## config.mk

```make
export PLATFORM = sky130hd
export DESIGN_NAME = http_chunked_decoder
export DESIGN_NICKNAME = d
export VERILOG_FILES = /design/src/hdl/hcd_pkg.sv /design/src/hdl/http_chunked_decoder.sv
export SDC_FILE = /design/constraint.sdc
export NUM_CORES = 1
export LEC_CHECK = 0
export BUFFER_PORTS_ARGS = -buffer_cell sky130_fd_sc_hd__buf_4
export CORE_MARGIN = 3
export CORE_UTILIZATION = 30
export DETAILED_ROUTE_END_ITERATION = 10
export HOLD_SLACK_MARGIN = 0.05
export SLEW_MARGIN = 20
export SYNTH_ARGS = -nofsm -noshare
export SYNTH_HDL_FRONTEND = slang
export SYNTH_SLANG_ARGS = --single-unit
```

## constraint.sdc

```tcl
create_clock -name clk -period 3.05 [get_ports clk]
set_clock_uncertainty 0.2 [all_clocks]
set_input_delay 0.305 -clock clk [delete_from_list [all_inputs] [get_ports clk]]
set_output_delay 0.305 -clock clk [all_outputs]
set_load 0.02 [all_outputs]
```

## src/hdl/hcd_pkg.sv

```systemverilog
// hcd_pkg: types, state and status codes and the hex digit decoder
// shared by the chunked transfer decoder. No dependencies.
`default_nettype none

package hcd_pkg;

    localparam int SIZE_BITS_DEFAULT = 32;

    typedef struct packed {
        logic [7:0] in_byte;
        logic       end_of_input;
    } hcd_in_t;

    typedef enum logic [2:0] {
        STAT_OK        = 3'd0,
        STAT_NO_LEN    = 3'd1,
        STAT_NO_NL     = 3'd2,
        STAT_OVERFLOW  = 3'd3,
        STAT_PREMATURE = 3'd4,
        STAT_CLOSED    = 3'd5
    } hcd_status_t;

    typedef struct packed {
        logic [7:0]  out_byte;
        logic        out_valid;
        logic        end_of_body;
        hcd_status_t status;
    } hcd_out_t;

    typedef enum logic [8:0] {
        ST_FIRST_DIGIT = 9'b0_0000_0001,
        ST_SIZE        = 9'b0_0000_0010,
        ST_AFTER_SIZE  = 9'b0_0000_0100,
        ST_DATA        = 9'b0_0000_1000,
        ST_AFTER_DATA  = 9'b0_0001_0000,
        ST_TRAILER     = 9'b0_0010_0000,
        ST_TRAILER_TXT = 9'b0_0100_0000,
        ST_BODY_DONE   = 9'b0_1000_0000,
        ST_CLOSED      = 9'b1_0000_0000
    } hcd_state_t;

    localparam logic [7:0] CHAR_LF = 8'h0a;
    localparam logic [7:0] CHAR_CR = 8'h0d;

    // {is_hex, value}
    function automatic logic [4:0] hex_value(input logic [7:0] b);
        logic [4:0] r;
        r = 5'b0_0000;
        if (b >= "0" && b <= "9")
            r = {1'b1, 4'(b - "0")};
        else if (b >= "a" && b <= "f")
            r = {1'b1, 4'(b - "a" + 8'h0a)};
        else if (b >= "A" && b <= "F")
            r = {1'b1, 4'(b - "A" + 8'h0a)};
        return r;
    endfunction

endpackage

`default_nettype wire

```

## src/hdl/http_chunked_decoder.sv

```systemverilog
// http_chunked_decoder: HTTP/1.1 chunked framing parser, one byte per request.
// Depends on hcd_pkg.
//
//  channel  | signals                          | direction
//  ---------+----------------------------------+----------
//  src      | src_valid, src_stall, src_req    | in
//  dst      | dst_valid, dst_stall, dst_req    | out
//  cfg      | cfg_wr_en, cfg_wr_data           | in
//
// One request per cycle while src_stall is low. Parser state updates in the
// acceptance cycle; each result is registered in a result register plus a
// skid register that hold results while dst stalls. src_stall rises only when
// the skid register is full. Reset clears parser state, mode and valids.
`default_nettype none

module http_chunked_decoder #(
    parameter int SIZE_BITS = hcd_pkg::SIZE_BITS_DEFAULT
) (
    input  wire logic             clk,
    input  wire logic             rst_n,
    input  wire logic             src_valid,
    output logic                  src_stall,
    input  wire hcd_pkg::hcd_in_t src_req,
    output logic                  dst_valid,
    input  wire logic             dst_stall,
    output hcd_pkg::hcd_out_t     dst_req,
    input  wire logic             cfg_wr_en,
    input  wire logic             cfg_wr_data
);
    import hcd_pkg::*;

    hcd_state_t           state_reg, state_next;
    logic [SIZE_BITS-1:0] chunk_reg, chunk_next;
    logic                 verbatim_reg;
    hcd_out_t             res;
    hcd_out_t             main_reg, skid_reg;
    logic                 main_valid_reg, skid_valid_reg;
    logic                 accept;
    logic [4:0]           hex;
    logic [SIZE_BITS-1:0] size_base;
    logic                 valid_c;
    logic                 eob_c;
    hcd_status_t          status_c;

    assign src_stall = skid_valid_reg;
    assign accept    = src_valid && !src_stall;
    assign hex       = hex_value(src_req.in_byte);
    assign size_base = (state_reg == ST_FIRST_DIGIT) ? '0 : chunk_reg;

    always_comb
    begin
        state_next = state_reg;
        chunk_next = chunk_reg;
        valid_c    = 1'b0;
        eob_c      = 1'b0;
        status_c   = STAT_OK;
        if (state_reg == ST_BODY_DONE || state_reg == ST_CLOSED)
        begin
            status_c = STAT_CLOSED;
        end
        else if (src_req.end_of_input)
        begin
            status_c   = STAT_PREMATURE;
            state_next = ST_CLOSED;
        end
        else
        begin
            unique case (state_reg)
                ST_FIRST_DIGIT, ST_SIZE:
                begin
                    if (!hex[4])
                    begin
                        if (state_reg == ST_SIZE)
                        begin
                            state_next = ST_AFTER_SIZE;
                            valid_c    = verbatim_reg;
                        end
                        else
                        begin
                            status_c   = STAT_NO_LEN;
                            state_next = ST_CLOSED;
                        end
                    end
                    else if (size_base[SIZE_BITS-1 -: 4] != 4'd0)
                    begin
                        status_c   = STAT_OVERFLOW;
                        state_next = ST_CLOSED;
                    end
                    else
                    begin
                        state_next = ST_SIZE;
                        chunk_next = {size_base[SIZE_BITS-5:0], hex[3:0]};
                        valid_c    = verbatim_reg;
                    end
                end
                ST_AFTER_SIZE:
                begin
                    if (src_req.in_byte == CHAR_LF)
                        state_next = (chunk_reg == '0) ? ST_TRAILER : ST_DATA;
                    valid_c = verbatim_reg;
                end
                ST_DATA:
                begin
                    if (chunk_reg != '0)
                        chunk_next = chunk_reg - SIZE_BITS'(1);
                    if (chunk_reg <= SIZE_BITS'(1))
                        state_next = ST_AFTER_DATA;
                    valid_c = 1'b1;
                end
                ST_AFTER_DATA:
                begin
                    if (src_req.in_byte == CHAR_LF)
                    begin
                        state_next = ST_FIRST_DIGIT;
                        valid_c    = verbatim_reg;
                    end
                    else if (src_req.in_byte == CHAR_CR)
                    begin
                        valid_c = verbatim_reg;
                    end
                    else
                    begin
                        status_c   = STAT_NO_NL;
                        state_next = ST_CLOSED;
                    end
                end
                ST_TRAILER:
                begin
                    if (src_req.in_byte == CHAR_LF)
                    begin
                        state_next = ST_BODY_DONE;
                        eob_c      = 1'b1;
                    end
                    else if (src_req.in_byte != CHAR_CR)
                    begin
                        state_next = ST_TRAILER_TXT;
                    end
                    valid_c = verbatim_reg;
                end
                ST_TRAILER_TXT:
                begin
                    if (src_req.in_byte == CHAR_LF)
                        state_next = ST_TRAILER;
                    valid_c = verbatim_reg;
                end
                default:
                begin
                    state_next = ST_CLOSED;
                end
            endcase
        end
        res.out_byte    = valid_c ? src_req.in_byte : 8'd0;
        res.out_valid   = valid_c;
        res.end_of_body = eob_c;
        res.status      = status_c;
    end

    always_ff @(posedge clk or negedge rst_n)
    begin
        if (!rst_n)
        begin
            state_reg    <= ST_FIRST_DIGIT;
            chunk_reg    <= '0;
            verbatim_reg <= 1'b0;
        end
        else
        begin
            if (cfg_wr_en)
                verbatim_reg <= cfg_wr_data;
            if (accept)
            begin
                state_reg <= state_next;
                chunk_reg <= chunk_next;
            end
        end
    end

    // result register with skid
    always_ff @(posedge clk or negedge rst_n)
    begin
        if (!rst_n)
        begin
            main_valid_reg <= 1'b0;
            skid_valid_reg <= 1'b0;
        end
        else if (!main_valid_reg || !dst_stall)
        begin
            if (skid_valid_reg)
            begin
                main_valid_reg <= 1'b1;
                skid_valid_reg <= 1'b0;
            end
            else
            begin
                main_valid_reg <= accept;
            end
        end
        else if (accept)
        begin
            skid_valid_reg <= 1'b1;
        end
    end

    always_ff @(posedge clk)
    begin
        if (!main_valid_reg || !dst_stall)
        begin
            if (skid_valid_reg)
                main_reg <= skid_reg;
            else if (accept)
                main_reg <= res;
        end
        else if (accept)
        begin
            skid_reg <= res;
        end
    end

    assign dst_valid = main_valid_reg;
    assign dst_req   = main_reg;

    a_skid_needs_main: assert property (@(posedge clk) disable iff (!rst_n)
        skid_valid_reg |-> main_valid_reg)
        else $error("skid register full while result register empty");

    a_closed_sticks: assert property (@(posedge clk) disable iff (!rst_n)
        (state_reg == ST_BODY_DONE || state_reg == ST_CLOSED)
        |=> (state_reg == ST_BODY_DONE || state_reg == ST_CLOSED))
        else $error("parser left closed state without reset");

    a_data_nonzero: assert property (@(posedge clk) disable iff (!rst_n)
        (state_reg == ST_DATA) |-> (chunk_reg != '0))
        else $error("data state with no bytes left");

    a_valid_ok: assert property (@(posedge clk) disable iff (!rst_n)
        (dst_valid && dst_req.out_valid) |-> (dst_req.status == STAT_OK))
        else $error("byte passed with error status");

endmodule

`default_nettype wire
```

# [Word-level counts from Yosys, hierarchy flattened]
# Index checks and enable logic that the tools add are counted.
[totals] regBits=70 latch_bits=0 ram_bits=0 mem_bits_ro=0 inputBits=15 output_inout_bits=15 memories=0
[op_classes] addsub=6 mul=0 n_div=0 magnitude_cmp=7 eq_ne=20 shifts=0 muxes=47 bitwise_logic=3 reduce_logical=21
[ops] cell="32-bit 2-to-1 mux" n=4
[ops] cell="9-bit 2-to-1 mux" n=11
[ops] cell="32-bit one-hot mux with 2 select lines" n=1
[ops] cell="9-bit one-hot mux with 6 select lines" n=1
[ops] cell="32-bit by 1-bit less-or-equal comparator with 1-bit output, second input constant" n=1
[ops] cell="32-bit zero test" n=1
[ops] cell="32-bit nonzero test" n=1
[ops] cell="32-bit by 1-bit subtractor with 32-bit output, second input constant" n=1
[ops] cell="13-bit 2-to-1 mux" n=2
[ops] cell="8-bit by 4-bit equality test with 1-bit output, second input constant" n=2
[ops] cell="8-bit by 7-bit greater-or-equal comparator with 1-bit output, second input constant" n=2
[ops] cell="8-bit by 7-bit less-or-equal comparator with 1-bit output, second input constant" n=2
[ops] cell="1-bit 2-to-1 mux" n=15
[ops] cell="5-bit 2-to-1 mux" n=3
[ops] cell="7-bit AND reduction" n=2
[ops] cell="4-bit by 1-bit subtractor with 4-bit output, second input constant" n=3
[ops] cell="9-bit by 1-bit equality test with 1-bit output, second input constant" n=1
[ops] cell="9-bit by 2-bit equality test with 1-bit output, second input constant" n=1
[ops] cell="9-bit by 3-bit equality test with 1-bit output, second input constant" n=1
[ops] cell="9-bit by 4-bit equality test with 1-bit output, second input constant" n=1
[ops] cell="9-bit by 5-bit equality test with 1-bit output, second input constant" n=1
[ops] cell="9-bit by 6-bit equality test with 1-bit output, second input constant" n=1
[ops] cell="9-bit by 7-bit equality test with 1-bit output, second input constant" n=1
[ops] cell="9-bit by 8-bit equality test with 1-bit output, second input constant" n=1
[ops] cell="23 further kinds" n=44

# [Longest topological paths before layout]
[logic_depth] ltp_word=12 mapped_depth=9

# [Worst setup path before layout]
# No wires, ideal clock.
[synth_timing] path_kind="register to register" start="reg chunk_reg[0]" end="reg chunk_reg[6]" setup_time_ns=0.121 arrival_time_ns=2.138 required_time_ns=2.729 slack_ns=0.591 stages_incl_launch_ff=10 n_path_buf=1 cell_sequence="dfrtp_1 inv_1 ha_1 nor3b_1 nand2_1 o31a_1 o21ai_4 buf_6 nor2_1 o22a_1"
[synth_via] elab_chain_cells=3
[synth_lines] item="from (decl)" line_no="http_chunked_decoder.sv:33" text="logic [SIZE_BITS-1:0] chunk_reg, chunk_next;"
[synth_lines] item="from (signal assigned)" line_no="http_chunked_decoder.sv:173" text="chunk_reg <= chunk_next;"
[synth_lines] item="32-bit by 1-bit subtractor with 32-bit output / 32-bit nonzero test (equally long branches)" line_no="http_chunked_decoder.sv:105, http_chunked_decoder.sv:104"
[synth_lines] item="32-bit 2-to-1 mux / 2-bit != test (equally long branches)"
[synth_lines] item="32-bit one-hot mux with 2 select lines / 7-bit AND reduction (equally long branches)"
# Several ways; a longest one is shown, not always the timed one. The select of a mux whose other input is x is not followed.
# A chain may end at the register's enable or synchronous reset.

# [Worst setup path in the final report]
[layout_timing] start="reg chunk_reg[1]" end="reg chunk_reg[26]"
# Same word-level chain as after synthesis.

==> metrics.txt <==
Nets=539; Die W=128 um; leading area contributor after synthesis=dfrtp_1; Largest stage delay, worst path=0.52 ns; YS warnings=0; cell chain of the critical path=inv_1, ha_1, or3b_2, nor3_4, nand3_1, nor3_1, a22oi_1, o21ai_0; Crit-path slowest cell=or3b_2; Hold Crit Depth=3; placed cell area=4970 um2; DP Wirelength=7.93 mm; port bufs=29; Yosys top cell area share=24.0%; Max IR drop VDD=0.244 mV; Reg clk slew, reported paths=0.06 ns; GRT Max-Usage Layer=met2; min Tclk post-route=2.80 ns; prevailing post-synth register cell=dfrtp_1; Max Fanout on Critical Path=5; asr flop ratio synth=62.9%; via count=3,926; Slew @ Worst Pin=0.688 ns; FP Rows=44; drt first pass iters=5; sequential fraction of the synthesis area=42.0%; Root Buffer=clkbuf_16; CTS tree=built; synth top area cells=dfrtp_1, edfxtp_1, o21ai_0, nor2_1, a21oi_1; met3 usage=3.17%; CTS buffer count=9; Congestion Overflow GR=0; top-count cell post-synth=nor2_1; GRT met2 Usage=23.2%; Slew HR=53.9%; area delta synth->final=18.3%; Hold EP=src_stall$_DFFE_PN0P_; Cell Pwr Density=474 nW/um2; DRT antenna net count=0; clock latency on the worst-skew pair=0.33 ns; Final Instance Area=5310 um2; placeable core area=14,600 um2; vias per inst=5.55; largest net degree at the start of global routing=45; TNS Setup=0 ns; Worst path top cell family by delay=simple AND/OR/NAND/NOR gates; H-tree levels=3; CTS Sinks=70; Setup CP Type=reg -> reg; Inserted Diodes=0; register-to-register setup slack=0.25 ns; Post-Syn Nets=502; CP Launch Type=flop; Die ar.=16,500 um2; cell area after synthesis=4490 um2; # IOs=30; Worst Hold Class=in -> reg; RSZ-0062 raised after global routing=false; Tcrit/Tclk final=91.8%; Starting Density=30.7%; critical path arrival=2.85 ns; depth of the most critical reg-to-reg path=8; Avg WL per Cell=16.4 um; final WL=11.6 mm; grt met1 use=19.5%; max reg flops=32; worst r2r dst=chunk_reg[26]$_DFFE_PN0P_; max cap viols=0; layout cell share with drive strength beyond 1=19.5%; RD Place Congestion=0.850; Cell variety after synth=73; vias in the first global route=3,824; Worst Min Path Start=dst_stall; WP buf/inv=1; Syn Inst Count=481; Filler cells=1,454; Die Ht=128 um; average cell area after synthesis=9.33 um2; leakage=2.15 nW; first-pass GRT wire length=19.4 mm; Max Fclk=0.357 GHz; Seq cells post-synth=70; Post-synth EDFFs=26; DRT iter0 DRCs=333; Worst R2R Start=chunk_reg[1]$_DFFE_PN0P_; initial antenna violation count=0; CP endpoint kind=flop; status=completed; DR DRC count=0; Tot GR Track Use=14.4%; most frequent cells after synthesis=nor2_1, o21ai_0, dfrtp_1, a21oi_1, nand2_1; post-route setup slack=0.249 ns; CP Data Required Time=3.10 ns; Hold Vio Cnt, Final=0; dpl ws=0.0317 ns; Pwr Total=2.51 mW; Final Setup Violations=0; Max clock buf depth=2; Slew Viols, Final=0
[cell families after synthesis]
kind of cell,after synthesis,share of synthesized area (%)
flip-flops,70,42.0
adder cells (fa/ha/maj),6,1.67
AND/OR/NAND/NOR,182,23.5
AO/OA/AOI/OAI,156,23.8
multiplexers,11,2.90
buffers and inverters,50,4.97
XOR/XNOR,6,1.17
[stage by stage]
step | hold slack, ns | std cells | util (%)
after floorplan | -0.191 | 481 | -
after global placement | 0.149 | 686 | 34.0
after detailed placement | 0.155 | 686 | 34.0
after CTS | 0.0585 | 707 | 36.3
after global routing | 0.0886 | 707 | 36.4
final | 0.0607 | 707 | 36.4
[worst max path at each step]
stage                             start                        end  slack, ns  cells past startpoint
6_report       chunk_reg[1]$_DFFE_PN0P_  chunk_reg[26]$_DFFE_PN0P_       0.25                      8
5_1_grt        chunk_reg[1]$_DFFE_PN0P_  chunk_reg[26]$_DFFE_PN0P_       0.05                      8
4_1_cts        chunk_reg[1]$_DFFE_PN0P_  chunk_reg[22]$_DFFE_PN0P_       0.04                      7
3_5_place_dp   chunk_reg[1]$_DFFE_PN0P_  chunk_reg[14]$_DFFE_PN0P_       0.03                      7
3_3_place_gp   chunk_reg[1]$_DFFE_PN0P_  chunk_reg[26]$_DFFE_PN0P_       0.13                      7
2_1_floorplan  chunk_reg[0]$_DFFE_PN0P_   chunk_reg[6]$_DFFE_PN0P_       0.59                      9
[final cells by class]
cell class	count	area [um2]	share of cell area, %
well taps	184	230	4.34
multi-input cells	361	2390	45.0
inverters	19	71.3	1.34
repair buffers	57	453	8.54
clock inverters	6	52.6	0.990
flip-flops and latches	70	1880	35.5
clock buffers	10	229	4.32
[timing repair]
action                                 4_1_cts  5_1_grt
buffers inserted                             0        0
setup endpoints to repair                    0       25
hold buffers                                 5        0
endpoints found under the hold margin       46        0
resized for setup                            0        1
[routing by layer]
layer | share of wire, % | up-vias
met5 | 0 | -
met4 | 1.8 | 0
met3 | 5.2 | 21
met2 | 47 | 117
met1 | 46 | 1891
li1 | - | 1897
[where the power goes]
group          total [mW]  leakage [nW]  switching [mW]  internal, mW
clock network        1.01         0.141           0.390         0.623
registers            1.07         0.840          0.0431          1.03
logic               0.429          1.17           0.245         0.184
total                2.51          2.15           0.678          1.84
[worst reg2reg max path, cell delays in order (launching register included)]
cell	delay, ns
dfrtp_1	0.41
inv_1	0.11
ha_1	0.24
or3b_2	0.52
nor3_4	0.26
nand3_1	0.15
nor3_1	0.49
a22oi_1	0.16
o21ai_0	0.19
[placed cells by master, fill, tap and decap left out, types with 3 or more instances in the layout]
| cell type | count |
|---|---|
| inv_1 | 19 |
| nand4_1 | 8 |
| a21oi_1 | 35 |
| nor4b_1 | 3 |
| o22a_1 | 3 |
| nor2_1 | 56 |
| a22oi_1 | 11 |
| clkbuf_16 | 9 |
| buf_4 | 51 |
| nor4_1 | 13 |
| dlygate4sd3_1 | 5 |
| and3_1 | 5 |
| mux2_2 | 8 |
| a31oi_1 | 9 |
| clkinv_2 | 3 |
| ha_1 | 6 |
| nor3_1 | 17 |
| nor2b_1 | 3 |
| nand2_1 | 27 |
| edfxtp_1 | 26 |
| nand3_1 | 12 |
| o21a_1 | 4 |
| nor3b_1 | 4 |
| o21ai_0 | 50 |
| xor2_1 | 6 |
| o21ai_4 | 3 |
| nor4_4 | 3 |
| nand2b_1 | 5 |
| dfrtp_1 | 43 |
| o31ai_1 | 11 |
| and4_1 | 4 |
| nor4_2 | 3 |
Note: power is estimated with default switching activity, not from simulation.
